File: src/rtl/cou_pkg.sv
`timescale 1ns / 1ps
package cou_pkg;

    localparam int VEC_FRAC_BITS_DEF = 14;
    localparam int POS_BITS_DEF      = 32;

    localparam int FULL_TURN    = 230400;
    localparam int HALF_TURN    = 115200;
    localparam int QUARTER_TURN = 57600;

    localparam int CORDIC_STEPS     = 18;
    localparam int CORDIC_FRAC      = 30;
    localparam int CORDIC_GAIN_INIT = 652032874;
    localparam int CORDIC_CNT_W     = $clog2(CORDIC_STEPS);

    localparam int YAW_RESET = 172800;

    localparam logic [9:0]  LOOK_GAIN_RESET   = 10'd32;
    localparam logic [15:0] MOVE_GAIN_RESET   = 16'd512;
    localparam logic [15:0] PITCH_LIMIT_RESET = 16'd56960;

    localparam logic [1:0] CFG_LOOK_GAIN   = 2'd0;
    localparam logic [1:0] CFG_MOVE_GAIN   = 2'd1;
    localparam logic [1:0] CFG_PITCH_LIMIT = 2'd2;

    typedef enum logic [1:0] {
        CMD_LOOK   = 2'd0,
        CMD_SCROLL = 2'd1,
        CMD_ROTATE = 2'd2,
        CMD_PLACE  = 2'd3
    } t_command;

    typedef struct packed {
        logic       capture;
        logic       apply;
        logic       wrap;
        logic       cordic_start;
        logic       mul_en;
        logic       mul_scroll;
        logic [1:0] mul_idx;
        logic       pos_add;
        logic       vec_wr;
        logic [1:0] wr_idx;
        logic       out_load;
    } t_dp_cmd;

    typedef struct packed {
        logic is_scroll;
        logic wrap_done;
        logic cordic_done;
    } t_dp_sts;

    // atan(2^-i) in 1/640 degree units, scaled by 256
    function automatic logic [22:0] cordic_atan(input logic [CORDIC_CNT_W-1:0] i);
        logic [22:0] v;
        unique case (i)
            5'd0:    v = 23'd7372800;
            5'd1:    v = 23'd4352418;
            5'd2:    v = 23'd2299698;
            5'd3:    v = 23'd1167363;
            5'd4:    v = 23'd585947;
            5'd5:    v = 23'd293259;
            5'd6:    v = 23'd146665;
            5'd7:    v = 23'd73337;
            5'd8:    v = 23'd36669;
            5'd9:    v = 23'd18335;
            5'd10:   v = 23'd9167;
            5'd11:   v = 23'd4584;
            5'd12:   v = 23'd2292;
            5'd13:   v = 23'd1146;
            5'd14:   v = 23'd573;
            5'd15:   v = 23'd286;
            5'd16:   v = 23'd143;
            5'd17:   v = 23'd72;
            default: v = 23'd0;
        endcase
        return v;
    endfunction

endpackage

File: src/rtl/cou_cordic.sv
`timescale 1ns / 1ps
module cou_cordic #(
    parameter int VEC_FRAC_BITS = cou_pkg::VEC_FRAC_BITS_DEF
) (
    input  logic                           i_clk,
    input  logic                           i_rst_n,
    input  logic                           i_start,
    input  logic signed [18:0]             i_angle,
    output logic                           o_done,
    output logic signed [VEC_FRAC_BITS+1:0] o_sin,
    output logic signed [VEC_FRAC_BITS+1:0] o_cos
);
    import cou_pkg::*;

    localparam int VW = VEC_FRAC_BITS + 2;
    localparam int XW = 33;
    localparam int ZW = 27;
    localparam int SH = CORDIC_FRAC - VEC_FRAC_BITS;

    localparam logic signed [XW-1:0] RND  = XW'(1) << (SH - 1);
    localparam logic signed [XW-1:0] ONE  = XW'(1) << VEC_FRAC_BITS;
    localparam logic signed [XW-1:0] GAIN = XW'(CORDIC_GAIN_INIT);
    localparam logic signed [18:0] FULL_S    = 19'(FULL_TURN);
    localparam logic signed [18:0] HALF_S    = 19'(HALF_TURN);
    localparam logic signed [18:0] QUARTER_S = 19'(QUARTER_TURN);
    localparam logic [CORDIC_CNT_W-1:0] LAST = CORDIC_CNT_W'(CORDIC_STEPS - 1);

    logic signed [XW-1:0] r_x, r_y, n_x, n_y;
    logic signed [ZW-1:0] r_z, n_z;
    logic [CORDIC_CNT_W-1:0] r_cnt;
    logic r_run, r_fin, r_done, r_neg;
    logic signed [VW-1:0] r_sin, r_cos;

    logic signed [18:0] a1, a2;
    logic fold_neg;
    logic signed [ZW-1:0] z0, at;
    logic signed [XW-1:0] sx, sy, xr, yr, xc, yc;
    logic signed [VW-1:0] fs, fc;

    // fold the angle into plus or minus a quarter turn
    always_comb begin
        a1 = (i_angle > HALF_S) ? i_angle - FULL_S : i_angle;
        fold_neg = 1'b0;
        a2 = a1;
        if (a1 > QUARTER_S) begin
            a2 = a1 - HALF_S;
            fold_neg = 1'b1;
        end else if (a1 < -QUARTER_S) begin
            a2 = a1 + HALF_S;
            fold_neg = 1'b1;
        end
        z0 = ZW'(a2) <<< 8;
    end

    always_comb begin
        sx = r_x >>> r_cnt;
        sy = r_y >>> r_cnt;
        at = $signed(ZW'(cordic_atan(r_cnt)));
        if (!r_z[ZW-1]) begin
            n_x = r_x - sy;
            n_y = r_y + sx;
            n_z = r_z - at;
        end else begin
            n_x = r_x + sy;
            n_y = r_y - sx;
            n_z = r_z + at;
        end
    end

    always_comb begin
        xr = (r_x + RND) >>> SH;
        yr = (r_y + RND) >>> SH;
        xc = (xr > ONE) ? ONE : ((xr < -ONE) ? -ONE : xr);
        yc = (yr > ONE) ? ONE : ((yr < -ONE) ? -ONE : yr);
        fc = r_neg ? -xc[VW-1:0] : xc[VW-1:0];
        fs = r_neg ? -yc[VW-1:0] : yc[VW-1:0];
    end

    always_ff @(posedge i_clk) begin
        if (!i_rst_n) begin
            r_run  <= 1'b0;
            r_fin  <= 1'b0;
            r_done <= 1'b0;
        end else begin
            r_done <= 1'b0;
            if (i_start) begin
                r_run <= 1'b1;
            end else if (r_run) begin
                if (r_cnt == LAST) begin
                    r_run <= 1'b0;
                    r_fin <= 1'b1;
                end
            end else if (r_fin) begin
                r_fin  <= 1'b0;
                r_done <= 1'b1;
            end
        end
    end

    always_ff @(posedge i_clk) begin
        if (i_start) begin
            r_x   <= GAIN;
            r_y   <= '0;
            r_z   <= z0;
            r_neg <= fold_neg;
            r_cnt <= '0;
        end else if (r_run) begin
            r_x   <= n_x;
            r_y   <= n_y;
            r_z   <= n_z;
            r_cnt <= r_cnt + 1'b1;
        end else if (r_fin) begin
            r_sin <= fs;
            r_cos <= fc;
        end
    end

    assign o_done = r_done;
    assign o_sin  = r_sin;
    assign o_cos  = r_cos;

endmodule

File: src/rtl/cou_datapath.sv
`timescale 1ns / 1ps
module cou_datapath #(
    parameter int VEC_FRAC_BITS = cou_pkg::VEC_FRAC_BITS_DEF,
    parameter int POS_BITS      = cou_pkg::POS_BITS_DEF
) (
    input  logic                            i_clk,
    input  logic                            i_rst_n,
    input  cou_pkg::t_dp_cmd                i_cmd,
    output cou_pkg::t_dp_sts                o_sts,
    input  logic                            i_cfg_we,
    input  logic [1:0]                      i_cfg_index,
    input  logic [15:0]                     i_cfg_data,
    input  logic [1:0]                      i_command,
    input  logic signed [11:0]              i_look_dx,
    input  logic signed [11:0]              i_look_dy,
    input  logic signed [5:0]               i_scroll_steps,
    input  logic [17:0]                     i_new_yaw,
    input  logic signed [16:0]              i_new_pitch,
    input  logic signed [31:0]              i_new_pos_x,
    input  logic signed [31:0]              i_new_pos_y,
    input  logic signed [31:0]              i_new_pos_z,
    output logic [17:0]                     o_yaw_out,
    output logic signed [16:0]              o_pitch_out,
    output logic signed [VEC_FRAC_BITS+1:0] o_fwd_x,
    output logic signed [VEC_FRAC_BITS+1:0] o_fwd_y,
    output logic signed [VEC_FRAC_BITS+1:0] o_fwd_z,
    output logic signed [VEC_FRAC_BITS+1:0] o_up_x,
    output logic signed [VEC_FRAC_BITS+1:0] o_up_y,
    output logic signed [VEC_FRAC_BITS+1:0] o_up_z,
    output logic signed [POS_BITS-1:0]      o_pos_x_out,
    output logic signed [POS_BITS-1:0]      o_pos_y_out,
    output logic signed [POS_BITS-1:0]      o_pos_z_out
);
    import cou_pkg::*;

    localparam int VW  = VEC_FRAC_BITS + 2;
    localparam int AW  = 23;
    localparam int PRW = AW + VW;
    localparam int SW  = ((POS_BITS > PRW) ? POS_BITS : PRW) + 1;

    localparam logic signed [22:0] FULL_S    = 23'(FULL_TURN);
    localparam logic [15:0]        QUARTER_U = 16'(QUARTER_TURN);
    localparam logic signed [VW-1:0]  VONE = VW'(1) << VEC_FRAC_BITS;
    localparam logic signed [PRW-1:0] PRND = PRW'(1) << (VEC_FRAC_BITS - 1);
    localparam logic signed [SW-1:0] PMAX = {{(SW-POS_BITS+1){1'b0}}, {(POS_BITS-1){1'b1}}};
    localparam logic signed [SW-1:0] PMIN = ~PMAX;

    logic [9:0]  r_look_gain;
    logic [15:0] r_move_gain, r_pitch_limit;

    logic [1:0]           r_cmd;
    logic [17:0]          r_new_yaw;
    logic signed [16:0]   r_new_pitch;
    logic signed [31:0]   r_new_pos [3];
    logic signed [22:0]   r_dx_prod, r_dy_prod, r_sg;

    logic signed [22:0]         r_yaw;
    logic signed [16:0]         r_pitch;
    logic signed [POS_BITS-1:0] r_pos [3];
    logic signed [VW-1:0]       r_fwd [3];
    logic signed [VW-1:0]       r_up  [3];
    logic signed [PRW-1:0]      r_prod;

    logic [17:0]                r_o_yaw;
    logic signed [16:0]         r_o_pitch;
    logic signed [VW-1:0]       r_o_fwd [3];
    logic signed [VW-1:0]       r_o_up  [3];
    logic signed [POS_BITS-1:0] r_o_pos [3];

    logic yaw_done, pitch_done;
    logic signed [VW-1:0] sy, cy, sp, cp;

    logic signed [22:0]     lim, pitch_sum, pitch_src, pitch_clamped;
    logic signed [AW-1:0]   mul_a;
    logic signed [VW-1:0]   mul_b, fwd_sel, vterm;
    logic signed [PRW-1:0]  rd;
    logic signed [POS_BITS-1:0] pos_sel, pos_sum_sat;
    logic signed [SW-1:0]   pos_sum;
    logic signed [POS_BITS-1:0] place_sat [3];

    cou_cordic #(.VEC_FRAC_BITS(VEC_FRAC_BITS)) u_cordic_yaw (
        .i_clk   (i_clk),
        .i_rst_n (i_rst_n),
        .i_start (i_cmd.cordic_start),
        .i_angle (r_yaw[18:0]),
        .o_done  (yaw_done),
        .o_sin   (sy),
        .o_cos   (cy)
    );

    cou_cordic #(.VEC_FRAC_BITS(VEC_FRAC_BITS)) u_cordic_pitch (
        .i_clk   (i_clk),
        .i_rst_n (i_rst_n),
        .i_start (i_cmd.cordic_start),
        .i_angle (19'(r_pitch)),
        .o_done  (pitch_done),
        .o_sin   (sp),
        .o_cos   (cp)
    );

    assign o_sts.is_scroll   = (r_cmd == CMD_SCROLL);
    assign o_sts.wrap_done   = !r_yaw[22] && (r_yaw < FULL_S);
    assign o_sts.cordic_done = yaw_done && pitch_done;

    // pitch clamp against the limit, capped at ninety degrees
    always_comb begin
        lim = $signed(23'((r_pitch_limit > QUARTER_U) ? QUARTER_U : r_pitch_limit));
        pitch_sum = 23'(r_pitch) + r_dy_prod;
        pitch_src = (r_cmd == CMD_LOOK) ? pitch_sum : 23'(r_new_pitch);
        if (pitch_src > lim) begin
            pitch_clamped = lim;
        end else if (pitch_src < -lim) begin
            pitch_clamped = -lim;
        end else begin
            pitch_clamped = pitch_src;
        end
    end

    always_comb begin
        unique case (i_cmd.mul_idx)
            2'd0:    fwd_sel = r_fwd[0];
            2'd1:    fwd_sel = r_fwd[1];
            default: fwd_sel = r_fwd[2];
        endcase
        if (i_cmd.mul_scroll) begin
            mul_a = r_sg;
            mul_b = fwd_sel;
        end else begin
            mul_a = AW'(i_cmd.mul_idx[0] ? sy : cy);
            mul_b = i_cmd.mul_idx[1] ? sp : cp;
        end
    end

    always_comb begin
        rd = (r_prod + PRND) >>> VEC_FRAC_BITS;
        vterm = i_cmd.wr_idx[1] ? -rd[VW-1:0] : rd[VW-1:0];
        unique case (i_cmd.wr_idx)
            2'd0:    pos_sel = r_pos[0];
            2'd1:    pos_sel = r_pos[1];
            default: pos_sel = r_pos[2];
        endcase
        pos_sum = SW'(pos_sel) + SW'(rd);
        if (pos_sum > PMAX) begin
            pos_sum_sat = PMAX[POS_BITS-1:0];
        end else if (pos_sum < PMIN) begin
            pos_sum_sat = PMIN[POS_BITS-1:0];
        end else begin
            pos_sum_sat = pos_sum[POS_BITS-1:0];
        end
    end

    always_comb begin
        for (int k = 0; k < 3; k++) begin
            if (SW'(r_new_pos[k]) > PMAX) begin
                place_sat[k] = PMAX[POS_BITS-1:0];
            end else if (SW'(r_new_pos[k]) < PMIN) begin
                place_sat[k] = PMIN[POS_BITS-1:0];
            end else begin
                place_sat[k] = POS_BITS'(r_new_pos[k]);
            end
        end
    end

    always_ff @(posedge i_clk) begin
        if (!i_rst_n) begin
            r_look_gain   <= LOOK_GAIN_RESET;
            r_move_gain   <= MOVE_GAIN_RESET;
            r_pitch_limit <= PITCH_LIMIT_RESET;
        end else if (i_cfg_we) begin
            if (i_cfg_index == CFG_LOOK_GAIN) begin
                r_look_gain <= i_cfg_data[9:0];
            end else if (i_cfg_index == CFG_MOVE_GAIN) begin
                r_move_gain <= i_cfg_data;
            end else if (i_cfg_index == CFG_PITCH_LIMIT) begin
                r_pitch_limit <= i_cfg_data;
            end
        end
    end

    // latch the request and its gain products; register the multiplier product
    always_ff @(posedge i_clk) begin
        if (i_cmd.capture) begin
            r_cmd        <= i_command;
            r_new_yaw    <= i_new_yaw;
            r_new_pitch  <= i_new_pitch;
            r_new_pos[0] <= i_new_pos_x;
            r_new_pos[1] <= i_new_pos_y;
            r_new_pos[2] <= i_new_pos_z;
            r_dx_prod    <= i_look_dx * $signed({1'b0, r_look_gain});
            r_dy_prod    <= i_look_dy * $signed({1'b0, r_look_gain});
            r_sg         <= i_scroll_steps * $signed({1'b0, r_move_gain});
        end
        if (i_cmd.mul_en) begin
            r_prod <= mul_a * mul_b;
        end
    end

    always_ff @(posedge i_clk) begin
        if (!i_rst_n) begin
            r_yaw   <= 23'(YAW_RESET);
            r_pitch <= '0;
            for (int k = 0; k < 3; k++) begin
                r_pos[k] <= '0;
            end
            r_fwd[0] <= '0;
            r_fwd[1] <= '0;
            r_fwd[2] <= -VONE;
            r_up[0]  <= '0;
            r_up[1]  <= VONE;
            r_up[2]  <= '0;
        end else begin
            if (i_cmd.apply) begin
                if (r_cmd == CMD_LOOK) begin
                    r_yaw   <= r_yaw + r_dx_prod;
                    r_pitch <= pitch_clamped[16:0];
                end else if (r_cmd == CMD_ROTATE) begin
                    r_yaw   <= 23'(r_new_yaw);
                    r_pitch <= pitch_clamped[16:0];
                end else if (r_cmd == CMD_PLACE) begin
                    for (int k = 0; k < 3; k++) begin
                        r_pos[k] <= place_sat[k];
                    end
                end
            end
            if (i_cmd.wrap) begin
                if (r_yaw[22]) begin
                    r_yaw <= r_yaw + FULL_S;
                end else if (r_yaw >= FULL_S) begin
                    r_yaw <= r_yaw - FULL_S;
                end
            end
            if (i_cmd.pos_add) begin
                unique case (i_cmd.wr_idx)
                    2'd0:    r_pos[0] <= pos_sum_sat;
                    2'd1:    r_pos[1] <= pos_sum_sat;
                    default: r_pos[2] <= pos_sum_sat;
                endcase
            end
            if (i_cmd.vec_wr) begin
                r_fwd[1] <= sp;
                r_up[1]  <= cp;
                unique case (i_cmd.wr_idx)
                    2'd0:    r_fwd[0] <= vterm;
                    2'd1:    r_fwd[2] <= vterm;
                    2'd2:    r_up[0]  <= vterm;
                    default: r_up[2]  <= vterm;
                endcase
            end
        end
    end

    always_ff @(posedge i_clk) begin
        if (i_cmd.out_load) begin
            r_o_yaw   <= r_yaw[17:0];
            r_o_pitch <= r_pitch;
            for (int k = 0; k < 3; k++) begin
                r_o_fwd[k] <= r_fwd[k];
                r_o_up[k]  <= r_up[k];
                r_o_pos[k] <= r_pos[k];
            end
        end
    end

    assign o_yaw_out   = r_o_yaw;
    assign o_pitch_out = r_o_pitch;
    assign o_fwd_x     = r_o_fwd[0];
    assign o_fwd_y     = r_o_fwd[1];
    assign o_fwd_z     = r_o_fwd[2];
    assign o_up_x      = r_o_up[0];
    assign o_up_y      = r_o_up[1];
    assign o_up_z      = r_o_up[2];
    assign o_pos_x_out = r_o_pos[0];
    assign o_pos_y_out = r_o_pos[1];
    assign o_pos_z_out = r_o_pos[2];

endmodule

File: src/rtl/cou_ctrl.sv
`timescale 1ns / 1ps
module cou_ctrl (
    input  logic             i_clk,
    input  logic             i_rst_n,
    input  logic             i_in_valid,
    output logic             o_in_ready,
    output logic             o_out_valid,
    input  logic             i_out_ready,
    output cou_pkg::t_dp_cmd o_cmd,
    input  cou_pkg::t_dp_sts i_sts
);
    import cou_pkg::*;

    typedef enum logic [7:0] {
        S_IDLE   = 8'b0000_0001,
        S_APPLY  = 8'b0000_0010,
        S_SMUL   = 8'b0000_0100,
        S_SADD   = 8'b0000_1000,
        S_WRAP   = 8'b0001_0000,
        S_CORDIC = 8'b0010_0000,
        S_VEC    = 8'b0100_0000,
        S_OUT    = 8'b1000_0000
    } t_state;

    t_state     r_state, n_state;
    logic [2:0] r_cnt, n_cnt;
    logic       r_out_valid, n_out_valid;
    logic [2:0] cnt_m1;

    assign o_in_ready  = (r_state == S_IDLE);
    assign o_out_valid = r_out_valid;
    assign cnt_m1      = r_cnt - 3'd1;

    always_comb begin
        n_state     = r_state;
        n_cnt       = r_cnt;
        n_out_valid = r_out_valid && !i_out_ready;
        o_cmd       = '0;
        unique case (r_state)
            S_IDLE: begin
                if (i_in_valid) begin
                    o_cmd.capture = 1'b1;
                    n_state = S_APPLY;
                end
            end
            S_APPLY: begin
                o_cmd.apply = 1'b1;
                n_cnt = '0;
                n_state = i_sts.is_scroll ? S_SMUL : S_WRAP;
            end
            S_SMUL: begin
                o_cmd.mul_en     = 1'b1;
                o_cmd.mul_scroll = 1'b1;
                o_cmd.mul_idx    = r_cnt[1:0];
                n_state = S_SADD;
            end
            S_SADD: begin
                o_cmd.pos_add = 1'b1;
                o_cmd.wr_idx  = r_cnt[1:0];
                n_cnt = r_cnt + 3'd1;
                n_state = (r_cnt == 3'd2) ? S_WRAP : S_SMUL;
            end
            S_WRAP: begin
                o_cmd.wrap = 1'b1;
                if (i_sts.wrap_done) begin
                    o_cmd.cordic_start = 1'b1;
                    n_state = S_CORDIC;
                end
            end
            S_CORDIC: begin
                n_cnt = '0;
                if (i_sts.cordic_done) begin
                    n_state = S_VEC;
                end
            end
            S_VEC: begin
                // multiply term k while writing back term k-1
                o_cmd.mul_en  = (r_cnt != 3'd4);
                o_cmd.mul_idx = r_cnt[1:0];
                o_cmd.vec_wr  = (r_cnt != 3'd0);
                o_cmd.wr_idx  = cnt_m1[1:0];
                n_cnt = r_cnt + 3'd1;
                if (r_cnt == 3'd4) begin
                    n_state = S_OUT;
                end
            end
            S_OUT: begin
                if (!r_out_valid || i_out_ready) begin
                    o_cmd.out_load = 1'b1;
                    n_out_valid = 1'b1;
                    n_state = S_IDLE;
                end
            end
            default: n_state = S_IDLE;
        endcase
    end

    always_ff @(posedge i_clk) begin
        if (!i_rst_n) begin
            r_state     <= S_IDLE;
            r_cnt       <= '0;
            r_out_valid <= 1'b0;
        end else begin
            r_state     <= n_state;
            r_cnt       <= n_cnt;
            r_out_valid <= n_out_valid;
        end
    end

endmodule

File: src/rtl/camera_orientation_update.sv
`timescale 1ns / 1ps
// First-person camera state: yaw, pitch and position, updated by one request
// at a time (mouse look, scroll, set rotation, set position). Each request
// yields one result with the angles, unit forward and up vectors and the
// position. Yaw is brought back into range one full turn at a time: up to 10
// turns after a large mouse move, one for a set yaw of a full turn or more.
// The two 18-step CORDIC units run side by side, one for yaw and one for
// pitch. One shared multiplier forms the scroll products and then the vector
// products. A new request is taken the cycle after the previous one has been
// handed to the output register, and not before. A result still waiting in
// that register holds the block until it is taken.
module camera_orientation_update #(
    parameter int VEC_FRAC_BITS = cou_pkg::VEC_FRAC_BITS_DEF,
    parameter int POS_BITS      = cou_pkg::POS_BITS_DEF
) (
    input  logic                            i_clk,
    input  logic                            i_rst_n,
    input  logic                            i_cfg_valid,
    output logic                            o_cfg_ready,
    input  logic [1:0]                      i_cfg_index,
    input  logic [15:0]                     i_cfg_data,
    input  logic                            i_in_valid,
    output logic                            o_in_ready,
    input  logic [1:0]                      i_command,
    input  logic signed [11:0]              i_look_dx,
    input  logic signed [11:0]              i_look_dy,
    input  logic signed [5:0]               i_scroll_steps,
    input  logic [17:0]                     i_new_yaw,
    input  logic signed [16:0]              i_new_pitch,
    input  logic signed [31:0]              i_new_pos_x,
    input  logic signed [31:0]              i_new_pos_y,
    input  logic signed [31:0]              i_new_pos_z,
    output logic                            o_out_valid,
    input  logic                            i_out_ready,
    output logic [17:0]                     o_yaw_out,
    output logic signed [16:0]              o_pitch_out,
    output logic signed [VEC_FRAC_BITS+1:0] o_fwd_x,
    output logic signed [VEC_FRAC_BITS+1:0] o_fwd_y,
    output logic signed [VEC_FRAC_BITS+1:0] o_fwd_z,
    output logic signed [VEC_FRAC_BITS+1:0] o_up_x,
    output logic signed [VEC_FRAC_BITS+1:0] o_up_y,
    output logic signed [VEC_FRAC_BITS+1:0] o_up_z,
    output logic signed [POS_BITS-1:0]      o_pos_x_out,
    output logic signed [POS_BITS-1:0]      o_pos_y_out,
    output logic signed [POS_BITS-1:0]      o_pos_z_out
);
    import cou_pkg::*;

    t_dp_cmd dp_cmd;
    t_dp_sts dp_sts;

    assign o_cfg_ready = 1'b1;

    cou_ctrl u_ctrl (
        .i_clk       (i_clk),
        .i_rst_n     (i_rst_n),
        .i_in_valid  (i_in_valid),
        .o_in_ready  (o_in_ready),
        .o_out_valid (o_out_valid),
        .i_out_ready (i_out_ready),
        .o_cmd       (dp_cmd),
        .i_sts       (dp_sts)
    );

    cou_datapath #(
        .VEC_FRAC_BITS (VEC_FRAC_BITS),
        .POS_BITS      (POS_BITS)
    ) u_datapath (
        .i_clk          (i_clk),
        .i_rst_n        (i_rst_n),
        .i_cmd          (dp_cmd),
        .o_sts          (dp_sts),
        .i_cfg_we       (i_cfg_valid),
        .i_cfg_index    (i_cfg_index),
        .i_cfg_data     (i_cfg_data),
        .i_command      (i_command),
        .i_look_dx      (i_look_dx),
        .i_look_dy      (i_look_dy),
        .i_scroll_steps (i_scroll_steps),
        .i_new_yaw      (i_new_yaw),
        .i_new_pitch    (i_new_pitch),
        .i_new_pos_x    (i_new_pos_x),
        .i_new_pos_y    (i_new_pos_y),
        .i_new_pos_z    (i_new_pos_z),
        .o_yaw_out      (o_yaw_out),
        .o_pitch_out    (o_pitch_out),
        .o_fwd_x        (o_fwd_x),
        .o_fwd_y        (o_fwd_y),
        .o_fwd_z        (o_fwd_z),
        .o_up_x         (o_up_x),
        .o_up_y         (o_up_y),
        .o_up_z         (o_up_z),
        .o_pos_x_out    (o_pos_x_out),
        .o_pos_y_out    (o_pos_y_out),
        .o_pos_z_out    (o_pos_z_out)
    );

endmodule

File: config.mk
export PLATFORM = sky130hd
export DESIGN_NAME = camera_orientation_update
export DESIGN_NICKNAME = d
export VERILOG_FILES = /design/src/rtl/cou_pkg.sv /design/src/rtl/cou_cordic.sv /design/src/rtl/cou_datapath.sv /design/src/rtl/cou_ctrl.sv /design/src/rtl/camera_orientation_update.sv
export SDC_FILE = /design/constraint.sdc
export NUM_CORES = 2
export LEC_CHECK = 0
export CAP_MARGIN = 0
export CORE_UTILIZATION = 55
export DETAILED_ROUTE_END_ITERATION = 8
export DONT_BUFFER_PORTS = 1
export GPL_TIMING_DRIVEN = 0
export PLACE_DENSITY = 0.73
export SETUP_SLACK_MARGIN = 0.4
export SYNTH_ARGS = -nofsm -noshare
export SYNTH_HDL_FRONTEND = slang
export SYNTH_SLANG_ARGS = --single-unit
File: constraint.sdc
create_clock -name i_clk -period 13.2 [get_ports i_clk]
set_input_delay 2.64 -clock i_clk [delete_from_list [all_inputs] [get_ports i_clk]]
set_output_delay 2.64 -clock i_clk [all_outputs]
set_load 0.01 [all_outputs]
==> flow_summary.toml <==
[synth]
ys_types = 112
synth_cells = 10204
synth-seq-cells = 1055
synth-main-ff-cell = "edfxtp_1"
synth-edff-count = 751
ys.warnings.count = 0
synth.most_common_cell = "nand2_1"
yosysTopAreaCell = "edfxtp_1"
yosysTopAreaCellShare_pct = 23.5
async_flop_share_pct = 0
synth_common_cells = "nand2_1, inv_1, nor2_1, edfxtp_1, fa_1"
synthesis.area_sq_mm = 0.0960
synth_nets = 11633
synth_area_per_cell_sq_um = 9.41
yosysSeqAreaShare_pct = 29.8
synth.top_cells.by_area = "edfxtp_1, fa_1, ha_1, dfxtp_1, nand2_1"

[power]
peakVddDrop_mv = 0.215
p_int_uw = 11100
power.switching_uw = 9750
pwr_density_cell_mw_per_mm2 = 201
seqPwrFrac_pct = 22.2
cellLeakagePower_uw = 0.0438
switching_share_pct = 46.8
power_frac_comb_pct = 60.4
pwr-share-clk_pct = 17.4

[clock_network]
clkSinkCount = 1055
post_cts_buffers = 0
clk_path_buf_depth = 3
postCtsHoldBufs = 0
clk_pin_slew_ns = 0.07
cts_resized = 0
cts_tree = "yes"
clkLatencyLatePin_ns = 0.81
cts_buffers = 118
cts-root-buf = "clkbuf_16"
cts-htree-levels = 3

[placed_design]
post-place-cells = 12538
place_congestion = 1.08
portBuffers = 0
place_area_sq_mm = 0.0994
hpwl_um = 289000

[detailed_routing]
vias = 82297
wirelength_um = 361000
drtIter0Drc = 10030
drc = 0
wl_per_cell_um = 28.2
antenna_left = 0
routed_via_density = 6.44
dr.pass1.iters = 7

[sta]
maxSlewViolCount = 12
rsz0062_at_grt = "false"
clock_skew_ns = 0.0545
period_share_pct = 93.2
final-hold-violation-count = 0
clock.fmax_mhz = 81.3
fin_tns_setup_ns = 0
tightest_slew_ns = 1.61
whs_ns = 0.410
setup_viol = 0
period_minus_slack_ns = 12.30
maxSlewHeadroom_pct = -8.19

[finish]
syn_to_final_growth_pct = 7.94
final_cells = 12779
layout-drive-gt1-share_pct = 6.19
nFillCells = 14853
layout.nets = 11777
multiInputGateArea_sq_mm = 0.0615
utilization_pct = 60.1
fin_area_sq_mm = 0.104
seqCellArea_sq_mm = 0.0286

[critical_path]
critPathLaunchType = "flop"
worstSetupPathType = "flop to flop"
cp.required_ns = 13.54
crit_path_end_kind = "flop"
critPathArrivalTime_ns = 12.64
worstPathMaxFanout = 10

[grt]
grt_pass1_wl_um = 521000
antenna_found_initial = 29
grt_overflow = 0
grt_use_total_pct = 40.2
grt_pass1_vias = 79404
grt_max_degree = 66

[floorplan]
die_y_um = 420
die_area_sq_mm = 0.176
die_w_um = 420
rows = 152
core_sq_mm = 0.172
start_util_pct = 55.7
ioPinCount = 416

[outcome]
status = "finished with violations"
violations = "capacitance limit, slew limit"

[min_path]
hold_path_class = "flop to flop"

[job]
cap_violations = 3
[layer usage]
| layer | global-route usage, % | share of wire [%] | wire, um |
|---|---|---|---|
| met1 | 51.3 | 38 | 136000 |
| met2 | 60.5 | 43 | 157000 |
| met3 | 8.52 | 10 | 36900 |
| met4 | 29.1 | 8.5 | 30700 |
| met5 | 0 | 0.042 | 151 |
[layout make-up]
class,count,share of cell area [%]
antenna,16,0.0386
timing repair buffer,24,0.385
multi-input combinational,7665,59.3
inverter,957,3.47
clock buffer,146,3.10
buffer,527,2.33
sequential,1055,27.6
tap,2310,2.79
clock inverter,79,0.947
[logic make-up (layout without fill, tap and decap cells)]
group	count (synthesis)	in the layout	synth area share (%)
simple gates	3259	3259	15.7
xor+xnor	678	678	6.18
flops	1055	1055	29.8
fa+ha+maj	1243	1243	21.3
other cells	1	17	0.00390
buf+inv	1484	1733	6.25
compound gates	1989	1989	13.1
mux	495	495	7.69
[registers in the layout, indices dropped and copies added (netlist names), 26 cells and up]
signal                         flops
u_datapath.r_new_pos              96
u_datapath.u_cordic_pitch.r_x     33
u_datapath.r_up                   48
u_datapath.u_cordic_yaw.r_z       27
u_datapath.r_o_fwd                48
u_datapath.r_fwd                  48
u_datapath.r_prod                 26
u_datapath.u_cordic_pitch.r_z     27
u_datapath.u_cordic_pitch.r_y     33
u_datapath.r_pos                  96
u_datapath.r_o_pos                96
u_datapath.r_o_up                 48
u_datapath.u_cordic_yaw.r_x       33
u_datapath.u_cordic_yaw.r_y       33
[critical path, cell delays in order, from the launching register on]
cell      delay [ns]
dfxtp_1         0.36
nor4_2          0.28
buf_4           0.25
clkbuf_1        0.46
and3_1          0.24
clkbuf_1        0.58
nand2_1         0.35
buf_1           0.43
mux2i_1         0.45
o21ai_1         0.89
clkbuf_1        0.64
nand2_1         0.15
fa_1            0.51
fa_1            0.46
fa_1            0.54
fa_1            0.57
inv_1           0.06
fa_1            0.48
inv_1           0.05
fa_1            0.47
inv_1           0.04
ha_1            0.33
a211o_1         0.29
a21oi_1         0.10
o21ai_0         0.17
and3_1          0.25
o31ai_1         1.06
a21boi_0        1.32
[path summary, 6_finish.rpt]
check	start	to	slack, ns	depth (start not counted)
hold / removal	u_datapath.r_up[0][34]$_DFFE_PP_	u_datapath.r_o_up[0][34]$_DFFE_PP_	0.41	0
setup / recovery	u_ctrl.r_state[4]$_SDFFE_PN0P_	u_datapath.r_prod[14]$_DFFE_PP_	0.90	27
hold reg to reg	u_datapath.r_up[0][34]$_DFFE_PP_	u_datapath.r_o_up[0][34]$_DFFE_PP_	0.41	0
setup reg to reg	u_ctrl.r_state[4]$_SDFFE_PN0P_	u_datapath.r_prod[14]$_DFFE_PP_	0.90	27
[through the flow]
stage / setup WS (ns) / power, uW
after global routing: 0.997 / 21900
after floorplan: 4.04 / 13500
final: 0.899 / 20900
after detailed placement: 1.44 / 16800
after global placement: 0.0581 / 16600
after CTS: 1.42 / 20500
[layout by cell type, fill, tap and decap left out, drive strengths merged, types with 54 or more instances in the layout]
| cell type | count |
|---|---|
| nand3 | 250 |
| xor2 | 273 |
| edfxtp | 751 |
| clkbuf | 547 |
| nand4 | 60 |
| o21a | 70 |
| or3 | 54 |
| and3 | 112 |
| mux4 | 181 |
| and2 | 225 |
| a31oi | 102 |
| mux2i | 256 |
| inv | 970 |
| nor2 | 818 |
| buf | 149 |
| dfxtp | 304 |
| mux2 | 58 |
| a211oi | 79 |
| o21ai | 428 |
| a21o | 177 |
| nor2b | 70 |
| xnor2 | 405 |
| fa | 651 |
| a21oi | 625 |
| nand2b | 89 |
| nand2 | 1218 |
| o211ai | 68 |
| ha | 592 |
| nor3 | 162 |
[power groups by stage]
stage	clock network (uW)	logic (uW)	registers, uW
2_1_floorplan	0	9140	4370
3_3_place_gp	0	11900	4680
3_5_place_dp	0	12100	4650
4_1_cts	3640	12200	4590
5_1_grt	3750	13500	4640
6_report	3630	12600	4640
Note: power is estimated with default switching activity, not from simulation.
